--- src/hdl/dswf_pkg.sv ---
// ----------------------------------------------------------------------------
// dswf_pkg
// Shared types and codes for the duplicate sequence window filter.
// ----------------------------------------------------------------------------
package dswf_pkg;

    localparam int SEQ_W = 16;
    localparam int OUTCOME_W = 3;
    localparam logic [4:0] RESTART_LIMIT = 5'd16;
    localparam logic [SEQ_W-1:0] HALF_RANGE = 16'h8000;

    typedef enum logic [OUTCOME_W-1:0] {
        OC_NEW       = 3'd0,
        OC_NEWER     = 3'd1,
        OC_IN_WINDOW = 3'd2,
        OC_DUPLICATE = 3'd3,
        OC_TOO_OLD   = 3'd4,
        OC_RESTART   = 3'd5,
        OC_FULL      = 3'd6
    } outcome_t;

    // controller -> datapath
    typedef struct packed {
        logic load;      // capture input word, clear search index
        logic rd;        // issue read at search index
        logic adv;       // step search index
        logic alloc;     // write fresh entry at fill count
        logic update;    // write back updated matched entry
    } dp_cmd_t;

    // datapath -> controller
    typedef struct packed {
        logic hit;       // entry read last cycle matches
        logic last;      // search index at final entry
        logic full;      // no free entry
    } dp_sts_t;

endpackage

--- src/hdl/dswf_ctrl.sv ---
// ----------------------------------------------------------------------------
// dswf_ctrl
// Sequencer for table search, entry update and result hand-off.
// ----------------------------------------------------------------------------
module dswf_ctrl (
    input  logic               aclk,
    input  logic               aresetn,
    input  logic               s_tvalid,
    output logic               s_tready,
    output logic               m_tvalid,
    input  logic               m_tready,
    input  dswf_pkg::dp_sts_t  sts,
    input  logic               res_accept,
    input  logic [2:0]         res_outcome,
    output dswf_pkg::dp_cmd_t  cmd,
    output logic [7:0]         m_tdata
);
    import dswf_pkg::*;

    typedef enum logic [3:0] {
        ST_IDLE = 4'b0001,
        ST_READ = 4'b0010,
        ST_CMP  = 4'b0100,
        ST_DONE = 4'b1000
    } state_t;

    state_t state_reg, state_next;
    logic out_v_reg;
    logic [3:0] out_d_reg;
    logic lastrd_reg;

    assign s_tready = (state_reg == ST_IDLE) && !out_v_reg;
    assign m_tvalid = out_v_reg;
    assign m_tdata  = {4'd0, out_d_reg};

    always_comb begin
        state_next = state_reg;
        cmd = '0;
        case (state_reg)
            ST_IDLE: begin
                if (s_tvalid && s_tready) begin
                    cmd.load = 1'b1;
                    state_next = ST_READ;
                end
            end
            ST_READ: begin
                cmd.rd = 1'b1;
                state_next = ST_CMP;
            end
            ST_CMP: begin
                if (sts.hit) begin
                    cmd.update = 1'b1;
                    state_next = ST_DONE;
                end else if (lastrd_reg) begin
                    cmd.alloc = !sts.full;
                    state_next = ST_DONE;
                end else begin
                    cmd.rd  = 1'b1;
                    cmd.adv = 1'b1;
                end
            end
            ST_DONE: state_next = ST_IDLE;
            default: state_next = ST_IDLE;
        endcase
        if (state_reg == ST_CMP && !sts.hit && !lastrd_reg) begin
            cmd.rd = 1'b0;
            state_next = ST_READ;
        end
    end

    always_ff @(posedge aclk) begin
        if (!aresetn) begin
            state_reg <= ST_IDLE;
            out_v_reg <= 1'b0;
            lastrd_reg <= 1'b0;
        end else begin
            state_reg <= state_next;
            if (cmd.rd) lastrd_reg <= sts.last;
            if (m_tvalid && m_tready) out_v_reg <= 1'b0;
            if (state_reg == ST_CMP && (sts.hit || lastrd_reg)) begin
                out_v_reg <= 1'b1;
                if (sts.hit) out_d_reg <= {res_outcome, res_accept};
                else if (sts.full) out_d_reg <= {OC_FULL, 1'b1};
                else out_d_reg <= {OC_NEW, 1'b1};
            end
        end
    end

`ifndef SYNTHESIS
    a_onehot: assert property (@(posedge aclk) disable iff (!aresetn) $onehot(state_reg))
        else $error("state not one-hot");
    a_no_accept_busy: assert property (@(posedge aclk) disable iff (!aresetn)
        (state_reg != ST_IDLE) |-> !s_tready) else $error("accept while busy");
    a_single_write: assert property (@(posedge aclk) disable iff (!aresetn)
        !(cmd.alloc && cmd.update)) else $error("double table write");
`endif

endmodule

--- config.mk ---
export PLATFORM = sky130hd
export DESIGN_NAME = dswf_ctrl
export DESIGN_NICKNAME = d
export VERILOG_FILES = /design/src/hdl/dswf_pkg.sv /design/src/hdl/dswf_ctrl.sv
export SDC_FILE = /design/constraint.sdc
export NUM_CORES = 1
export LEC_CHECK = 0
export BUFFER_PORTS_ARGS = -buffer_cell sky130_fd_sc_hd__buf_4
export CORE_UTILIZATION = 35
export CTS_CLUSTER_DIAMETER = 60
export CTS_CLUSTER_SIZE = 8
export DETAILED_ROUTE_END_ITERATION = 8
export PLACE_DENSITY = 0.75
export RECOVER_POWER = 25
export SLEW_MARGIN = 20
export SYNTH_ARGS = -nofsm -noshare
export SYNTH_HDL_FRONTEND = slang
export SYNTH_SLANG_ARGS = --single-unit
--- constraint.sdc ---
create_clock -name aclk -period 2.9 [get_ports aclk]
set_input_delay 0.29 -clock aclk [delete_from_list [all_inputs] [get_ports aclk]]
set_output_delay 0.29 -clock aclk [all_outputs]
set_load 0.05 [all_outputs]
# Yosys cells after proc, flatten, opt, wreduce, memory -nomap -nowiden
# Index checks and enable logic that the tools add are counted.
classes:
  eq_ne: 7
  muxes: 18
  bitwise: 1
  n_reduce_logical: 16
op_table:
  columns: ["cell", "count"]
  rows:
  - ["4-bit two-way mux", 5]
  - ["4-bit one-hot mux with 3 select lines", 1]
  - ["1-bit two-way mux", 7]
  - ["1-bit logical AND", 6]
  - ["3-bit two-way mux", 2]
  - ["2-bit AND reduction", 3]
  - ["4-bit by 1-bit equality test with 1-bit output (second input constant)", 1]
  - ["4-bit by 2-bit equality test with 1-bit output (second input constant)", 1]
  - ["4-bit by 3-bit equality test with 1-bit output (second input constant)", 1]
  - ["1-bit logical NOT", 4]
  - ["2-bit two-way mux", 2]
  - ["4-bit by 3-bit != test with 1-bit output (second input constant)", 1]
  - ["3-bit by 1-bit != test with 1-bit output (second input constant)", 1]
  - ["3-bit != test (second input constant)", 1]
  - ["2-bit by 1-bit != test with 1-bit output (second input constant)", 1]
  - ["1-bit one-hot mux with 2 select lines", 1]
  - ["2-bit nonzero test", 1]
  - ["2-bit OR reduction", 1]
  - ["1-bit logical OR", 1]
  - ["1-bit NOT", 1]
word_totals:
  register_bits: 10

# Longest topological paths before layout
# Gate-level depths: netlist of the first run.
depth:
  ltp_word: 6
  ltp_mapped: 3
  ltp_nobuf: 2

# Worst setup path after synthesis of the first run
# No wires, ideal clock.
synth_timing:
  path_type: "reg-to-output"
  start: "register out_v_reg, in the netlist m_tvalid"
  end: "output cmd[4] in the netlist's numbering"
  arrival_ps: 2280
  required_ps: 2610
  slack_ps: 330
  path_stages_with_launch: 3
  n_path_buf: 0
  cell_sequence: "dfxtp_1 -> or4b_1 -> nor3b_1"
synth_lines:
  columns: ["item", "line_no", "rtl"]
  rows:
  - ["from (decl)", "dswf_ctrl.sv:28", "logic out_v_reg;"]
  - ["from (signal assigned)", "dswf_ctrl.sv:74", "out_v_reg <= 1'b0;"]
  - ["from (signal assigned)", "dswf_ctrl.sv:79", "if (m_tvalid && m_tready) out_v_reg <= 1'b0;"]
  - ["from (signal assigned)", "dswf_ctrl.sv:81", "out_v_reg <= 1'b1;"]
  - ["to (decl)", "dswf_ctrl.sv:15", "output dswf_pkg::dp_cmd_t cmd,"]

==> results by group, run 1 <==
Setup path
  • Worst setup EP type: output pin
  • Crit path arrival time: approximately 1.8 ns
  • Worst Path Required: 2.61 ns
  • Slowest Stage Delay on Critical Path: about 0.63 ns
  • Crit path buf inv count: 1
  • CP Max Fanout: 8
  • Startpoint Class: flop
  • Delay-heaviest family, CP: simple AND/OR/NAND/NOR gates
  • Setup CP Type: flop to output pin
  • Critical-path cell list: or4b_1 -> nor4b_4 -> buf_4
  • Critical-path top delay cell: or4b_1

Clock network
  • CTS Hold Bufs: 0
  • H-tree depth: 1
  • Bufs on Longest Clock Path: 2
  • Clock Root Buffer: clkbuf_4
  • Clock sink count: 10
  • CTS tree: built
  • Total CTS buffers: 3
  • CTS resizes: 0
  • CTS clk-pin slew, worst paths: 0.08 ns
  • Clock latency on the worst-skew pair: roughly 0.27 ns
  • Post-CTS setup buffer count: 0

Floorplanning
  • Number of top-level pins: 26
  • Die area: approximately 1600 µm²
  • Die span in x: roughly 40 µm
  • Starting Density: about two fifths
  • Core ar.: roughly 1300 µm²
  • Die H: a little over 40 µm
  • Row cnt: 13

Global route
  • GRT Overall Usage: between 10% and 20%
  • Pin count of the biggest net entering global routing: 11
  • Met1 GRT Util: around 16%
  • Most used routing layer: met2
  • Met3 GRT Util: 3.89%
  • First-pass GRT wire length: around 1300 µm
  • Global routing usage on met2: 17.1%
  • Vias in the first global route: between 200 and 300
  • Total grt overflow: 0
  • Initial antenna violation count: 0

Routing
  • Vias per Instance: about 4.7
  • Initial DRC count: 7
  • Wire per inst: roughly 12 µm
  • Via count: 410
  • Number of remaining DRC errors: 0
  • ANT nets after route: 0
  • Drt first pass iters: 3
  • Final WL: 1040 µm

Timing
  • RSZ-0062 raised after global routing: no
  • Slew Viols, Final: 0
  • Final Setup Violations: 0
  • Slew @ Worst Pin: 0.573 ns
  • Min cycle time layout: roughly 2.1 ns
  • Final hold violation count: 0
  • Clock skew: between 0.01 and 0.015 ns
  • Final worst-path cycle share: 72.4%
  • Normalized max-slew margin: between 60% and 70%
  • Setup ws final: 0.801 ns
  • Fmax: between 400 and 500 MHz
  • Setup_tns: 0 ns

Power
  • Sequential Power Share: approximately half
  • Sw Share: 29.7%
  • Switching pwr: between 90 and 100 µW
  • Internal power: approximately 220 µW
  • Clock share of power: around a third
  • Power Density: 467 nW/µm²
  • Gate power share: 19.7%
  • Peak VDD IR: approximately 0.22 mV
  • Pleak: 0.284 nW

Yosys
  • Synth area leaders: dfxtp_1 23%, edfxtp_1 23%, buf_4 5.8%
  • Predominant post-synthesis flop cell: dfxtp_1
  • EDFF count, synth: 4
  • Asr flop ratio synth: 0%
  • Syn Inst Count: 50
  • Share of the synthesized area in the top cell type: between 20% and 30%
  • Synthesized cell area: 514 µm²
  • Yosys warns: 0
  • Synth area leader: dfxtp_1
  • Seq/Total Area, Yosys: a little under half
  • Synth top cells by count: 6 x dfxtp_1, 6 x nand2_1, 4 x buf_4, 4 x edfxtp_1, 4 x nor2_1
  • Mean Syn Cell Area: 10.3 µm²
  • Synth cell types: 25
  • FF+latch count, synth: 10

Place
  • Post-detail-place hpwl: approximately 800 µm
  • Dpl ws: 1.08 ns
  • DP Area: 657 µm²
  • IO Port Bufs: 21
  • Global placement routability congestion: between 0.7 and 0.8

Finish
  • Nets: 84
  • Fin area: 672 µm²
  • Share of layout cells above drive strength 1: about a third
  • Area grow syn2layout: 30.7%
  • Ant diodes: 0

Outcome
  • Status: completed

Worst hold path
  • Min-delay worst type: input port to flop

Flow run
  • Max Cap Viol: 0
==> layout by cell type (no fill, tap or decap), types with 2 or more instances in the layout <==
| master | netlist | final |
|---|---|---|
| conb_1 | 1 | 4 |
| nand2_1 | 6 | 6 |
| nor2b_1 | 2 | 2 |
| o21ai_0 | 2 | 2 |
| nand2b_1 | 2 | 2 |
| and2_1 | 2 | 2 |
| clkbuf_1 | 1 | 3 |
| dfxtp_1 | 6 | 6 |
| or4b_1 | 2 | 2 |
| buf_4 | 4 | 17 |
| clkbuf_4 | 0 | 4 |
| edfxtp_1 | 4 | 4 |
| nand3b_1 | 2 | 2 |
| nor2_1 | 4 | 4 |
==> final timing paths <==
kind                start      endpoint  slack (ns)  cells past startpoint
max          state_reg[2]        cmd[1]        0.80                      3
min              m_tready      m_tvalid        0.28                      3
max reg2reg  state_reg[2]  out_d_reg[0]        1.13                      2
min reg2reg      m_tvalid      m_tvalid        0.52                      2
==> layer usage <==
layer / routed length (µm) / vias to the layer above
met1: 452 / 185
met5: 0 / -
met4: 16 / 0
met2: 500 / 14
li1: - / 209
met3: 67 / 2
==> power by group through the flow <==
stage	Clock [mW]	Sequential [mW]	Combinational (mW)
2_1_floorplan	0	0.155	0.0463
3_3_place_gp	0	0.155	0.0621
3_5_place_dp	0	0.155	0.0626
4_1_cts	0.103	0.152	0.0627
5_1_grt	0.108	0.153	0.0657
6_report	0.100	0.152	0.0617
==> logic make-up after synthesis <==
group           Yosys count  synth area share [%]
other cells               1                 0.729
flops                    10                  46.7
simple gates             26                  35.3
mux                       1                  1.95
compound gates            5                  5.84
buf+inv                   7                  9.49
==> worst min-delay path: cells and delay by family <==
kind | cells | cell delay, ns
compound gates | 1 | 0.05
buf+inv | 1 | 0.07
simple gates | 1 | 0.08
==> area by class of cell <==
| cell class | count | area [µm²] |
|---|---|---|
| repair buffers | 21 | 146 |
| clock inverters | 1 | 3.75 |
| well taps | 15 | 18.8 |
| multi-input cells | 36 | 236 |
| fillers | 140 | 662 |
| flip-flops and latches | 10 | 240 |
| clock buffers | 3 | 22.5 |
| inverters | 1 | 3.75 |
==> per-stage QoR <==
step / hold slack [ns] / cells / power [mW] / utilization [%]
2_1_floorplan: 0.412 / 53 / 0.201 / -
3_3_place_gp: 0.505 / 83 / 0.217 / 49.2
3_5_place_dp: 0.509 / 83 / 0.218 / 49.2
4_1_cts: 0.272 / 87 / 0.318 / 51.2
5_1_grt: 0.274 / 87 / 0.327 / 50.4
6_report: 0.277 / 87 / 0.314 / 50.4
No activity file was read; power rests on OpenSTA's default activity.
==> run 2, diff against run 1 <==
PLACE_DENSITY = 0.78   (was 0.75)
clock period = 1.8 ns   (was 2.9 ns; I/O delays follow)
==> run 2 against run 1 <==
Setup slack worse by 0.79 ns. Global-route usage grew 2.0 points. Core utilization grew 6.3 points. Combinational power up 83%. Die area unchanged. Via count increased by 5.9%. Critical path depth is the same. Critical endpoint unchanged. Largest cell class is now multi-input gates.
==> results by group, run 2 (synthesis gave the netlist of run 1 again) <==
Outcome
  • Status: completed

Timing
  • Normalized max-slew margin: 60.6% (-0.66 points)
  • Min cycle time layout: roughly 1.8 ns
  • Setup_tns: 0 ns (unchanged)
  • Worst hold slack: 0.178 ns (-0.0987 ns)
  • Slew Viols, Final: 0 (unchanged)
  • Final Setup Violations: 0 (unchanged)
  • Clock skew: 0.00135 ns (-0.0101 ns)
  • Final hold violation count: 0 (unchanged)
  • Final worst-path cycle share: between 90% and 100%
  • Slew @ Worst Pin: 0.594 ns (+0.0205 ns)
  • RSZ-0062 raised after global routing: yes
  • Fmax: 560 MHz

Setup path
  • Worst setup EP type: output pin
  • R2r startpoint: state_reg[1]
  • Crit path buf inv count: 1 (unchanged)
  • Crit path arrival time: 1.61 ns (-0.20 ns)
  • Critical-path top delay cell: or4b_4
  • Worst Path Required: 1.62 ns (-0.99 ns)
  • CP Max Fanout: 5 (-3)
  • Critical-path cell list: or4b_4 -> nor4b_4 -> buf_6
  • Startpoint Class: flop
  • Delay-heaviest family, CP: simple AND/OR/NAND/NOR gates
  • Slowest Stage Delay on Critical Path: 0.59 ns (-0.04 ns)
  • Flop2flop setup slack: 0.08 ns (-1.05 ns)
  • Setup CP Type: flop to output pin
  • CP Launch Point: state_reg[1]

Floorplanning
  • Die area: 1630 µm² (unchanged)
  • Number of top-level pins: 26 (unchanged)
  • Die span in x: 40.3 µm (unchanged)
  • Row cnt: 13 (unchanged)
  • Die H: 40.3 µm (unchanged)
  • Starting Density: 38.6% (unchanged)
  • Core ar.: 1330 µm² (unchanged)

Power
  • Sequential Power Share: 44.5% (-4.0 points)
  • Clock share of power: 35.1% (+3.2 points)
  • Sw Share: 26.3% (-3.4 points)
  • Peak VDD IR: 0.369 mV (+70%)
  • Switching pwr: 146 µW (+56%)
  • Pleak: 0.324 nW (+14%)
  • Power Density: 733 nW/µm² (+57%)
  • Internal power: 408 µW (+85%)
  • Gate power share: 20.4% (+0.7 points)

Clock network
  • H-tree depth: 1 (unchanged)
  • Clock latency on the worst-skew pair: 0.26 ns (about the same)
  • CTS clk-pin slew, worst paths: 0.06 ns (-0.02 ns)
  • Bufs on Longest Clock Path: 2 (unchanged)
  • CTS tree: built
  • Total CTS buffers: 3 (unchanged)
  • CTS Hold Bufs: 0 (unchanged)
  • Clock Root Buffer: clkbuf_4
  • Clock sink count: 10 (unchanged)

Routing
  • Wire per inst: 12.0 µm (+0.96%)
  • Final WL: 1090 µm (+5.6%)
  • Vias per Instance: 4.77 (+1.2%)
  • ANT nets after route: 0 (unchanged)
  • Drt first pass iters: 3 (unchanged)
  • Number of remaining DRC errors: 0 (unchanged)
  • Via count: 434 (+5.9%)
  • Initial DRC count: 3 (-4)

Place
  • IO Port Bufs: 21 (unchanged)
  • Global placement routability congestion: 0.699 (-6.5%)
  • Post-detail-place hpwl: 818 µm (+4.6%)

Global route
  • Initial antenna violation count: 0 (unchanged)
  • GRT Overall Usage: 15.3% (+2.0 points)
  • First-pass GRT wire length: 1570 µm (+21%)
  • Total grt overflow: 0 (unchanged)
  • Pin count of the biggest net entering global routing: 11 (unchanged)
  • Vias in the first global route: 373 (+25%)

Finish
  • Most frequent cells in the layout: 22 x buf_4, 6 x nand2_1
  • Area grow syn2layout: 47.0%
  • Commonest non-fill, non-tap cell in the layout: buf_4
  • Nets: 88 (+4.8%)
  • FILL cells: 127 (-9.3%)
  • Share of layout cells above drive strength 1: 53.9% (+19 points)
  • Final Util: 56.7% (+6.3 points)
  • Ant diodes: 0 (unchanged)

Flow run
  • Max Cap Viol: 0 (unchanged)

Worst hold path
  • Hold path start: m_tready
  • Min-delay worst type: input port to flop
-- run 2: layer usage --
layer  track usage [%]  routed length, µm
met1              16.8                472
met2              26.2                564
met3              3.33                 57
met4              10.0                  0
met5                 0                  0
-- run 2: area by class of cell --
type / count / area, µm² / share of cell area [%]
timing repair buffer: 25 / 188 / 24.8
inverter: 1 / 3.75 / 0.497
multi-input combinational: 36 / 264 / 34.9
tap: 15 / 18.8 / 2.48
sequential: 10 / 245 / 32.5
clock buffer: 4 / 36.3 / 4.80
-- run 2: repair_timing --
item | CTS | global route
setup endpoints to repair | 4 | 6
pin swaps | 1 | 1
gates resized for setup | 2 | 4
setup buffers | 2 | 1
-- run 2: through the flow --
stage	setup slack [ns]	cell area [µm²]	instances	power, mW
2_1_floorplan	-0.0790	547	53	0.329
3_3_place_gp	0.134	686	84	0.355
3_5_place_dp	0.0534	686	84	0.357
4_1_cts	-0.0280	744	90	0.555
5_1_grt	-0.0403	756	91	0.575
6_report	0.0141	756	91	0.554
-- run 2: power groups by stage --
stage	clock, mW	sequential, mW	combinational [mW]
2_1_floorplan	0	0.250	0.0792
3_3_place_gp	0	0.250	0.105
3_5_place_dp	0	0.251	0.107
4_1_cts	0.201	0.246	0.108
5_1_grt	0.208	0.247	0.120
6_report	0.195	0.246	0.113
-- run 2: final timing paths --
path | end | depth (start not counted)
hold / removal | m_tvalid | 3
setup / recovery | cmd[1] | 3
setup reg to reg | out_d_reg[0] | 3
hold reg to reg | m_tvalid | 2
-- run 2: worst reg2reg max path: cells and delay by family (launching register included) --
kind	cells	cell delay, ns
flip-flops	1	0.32
AND/OR/NAND/NOR	2	0.89
buffers and inverters	1	0.17
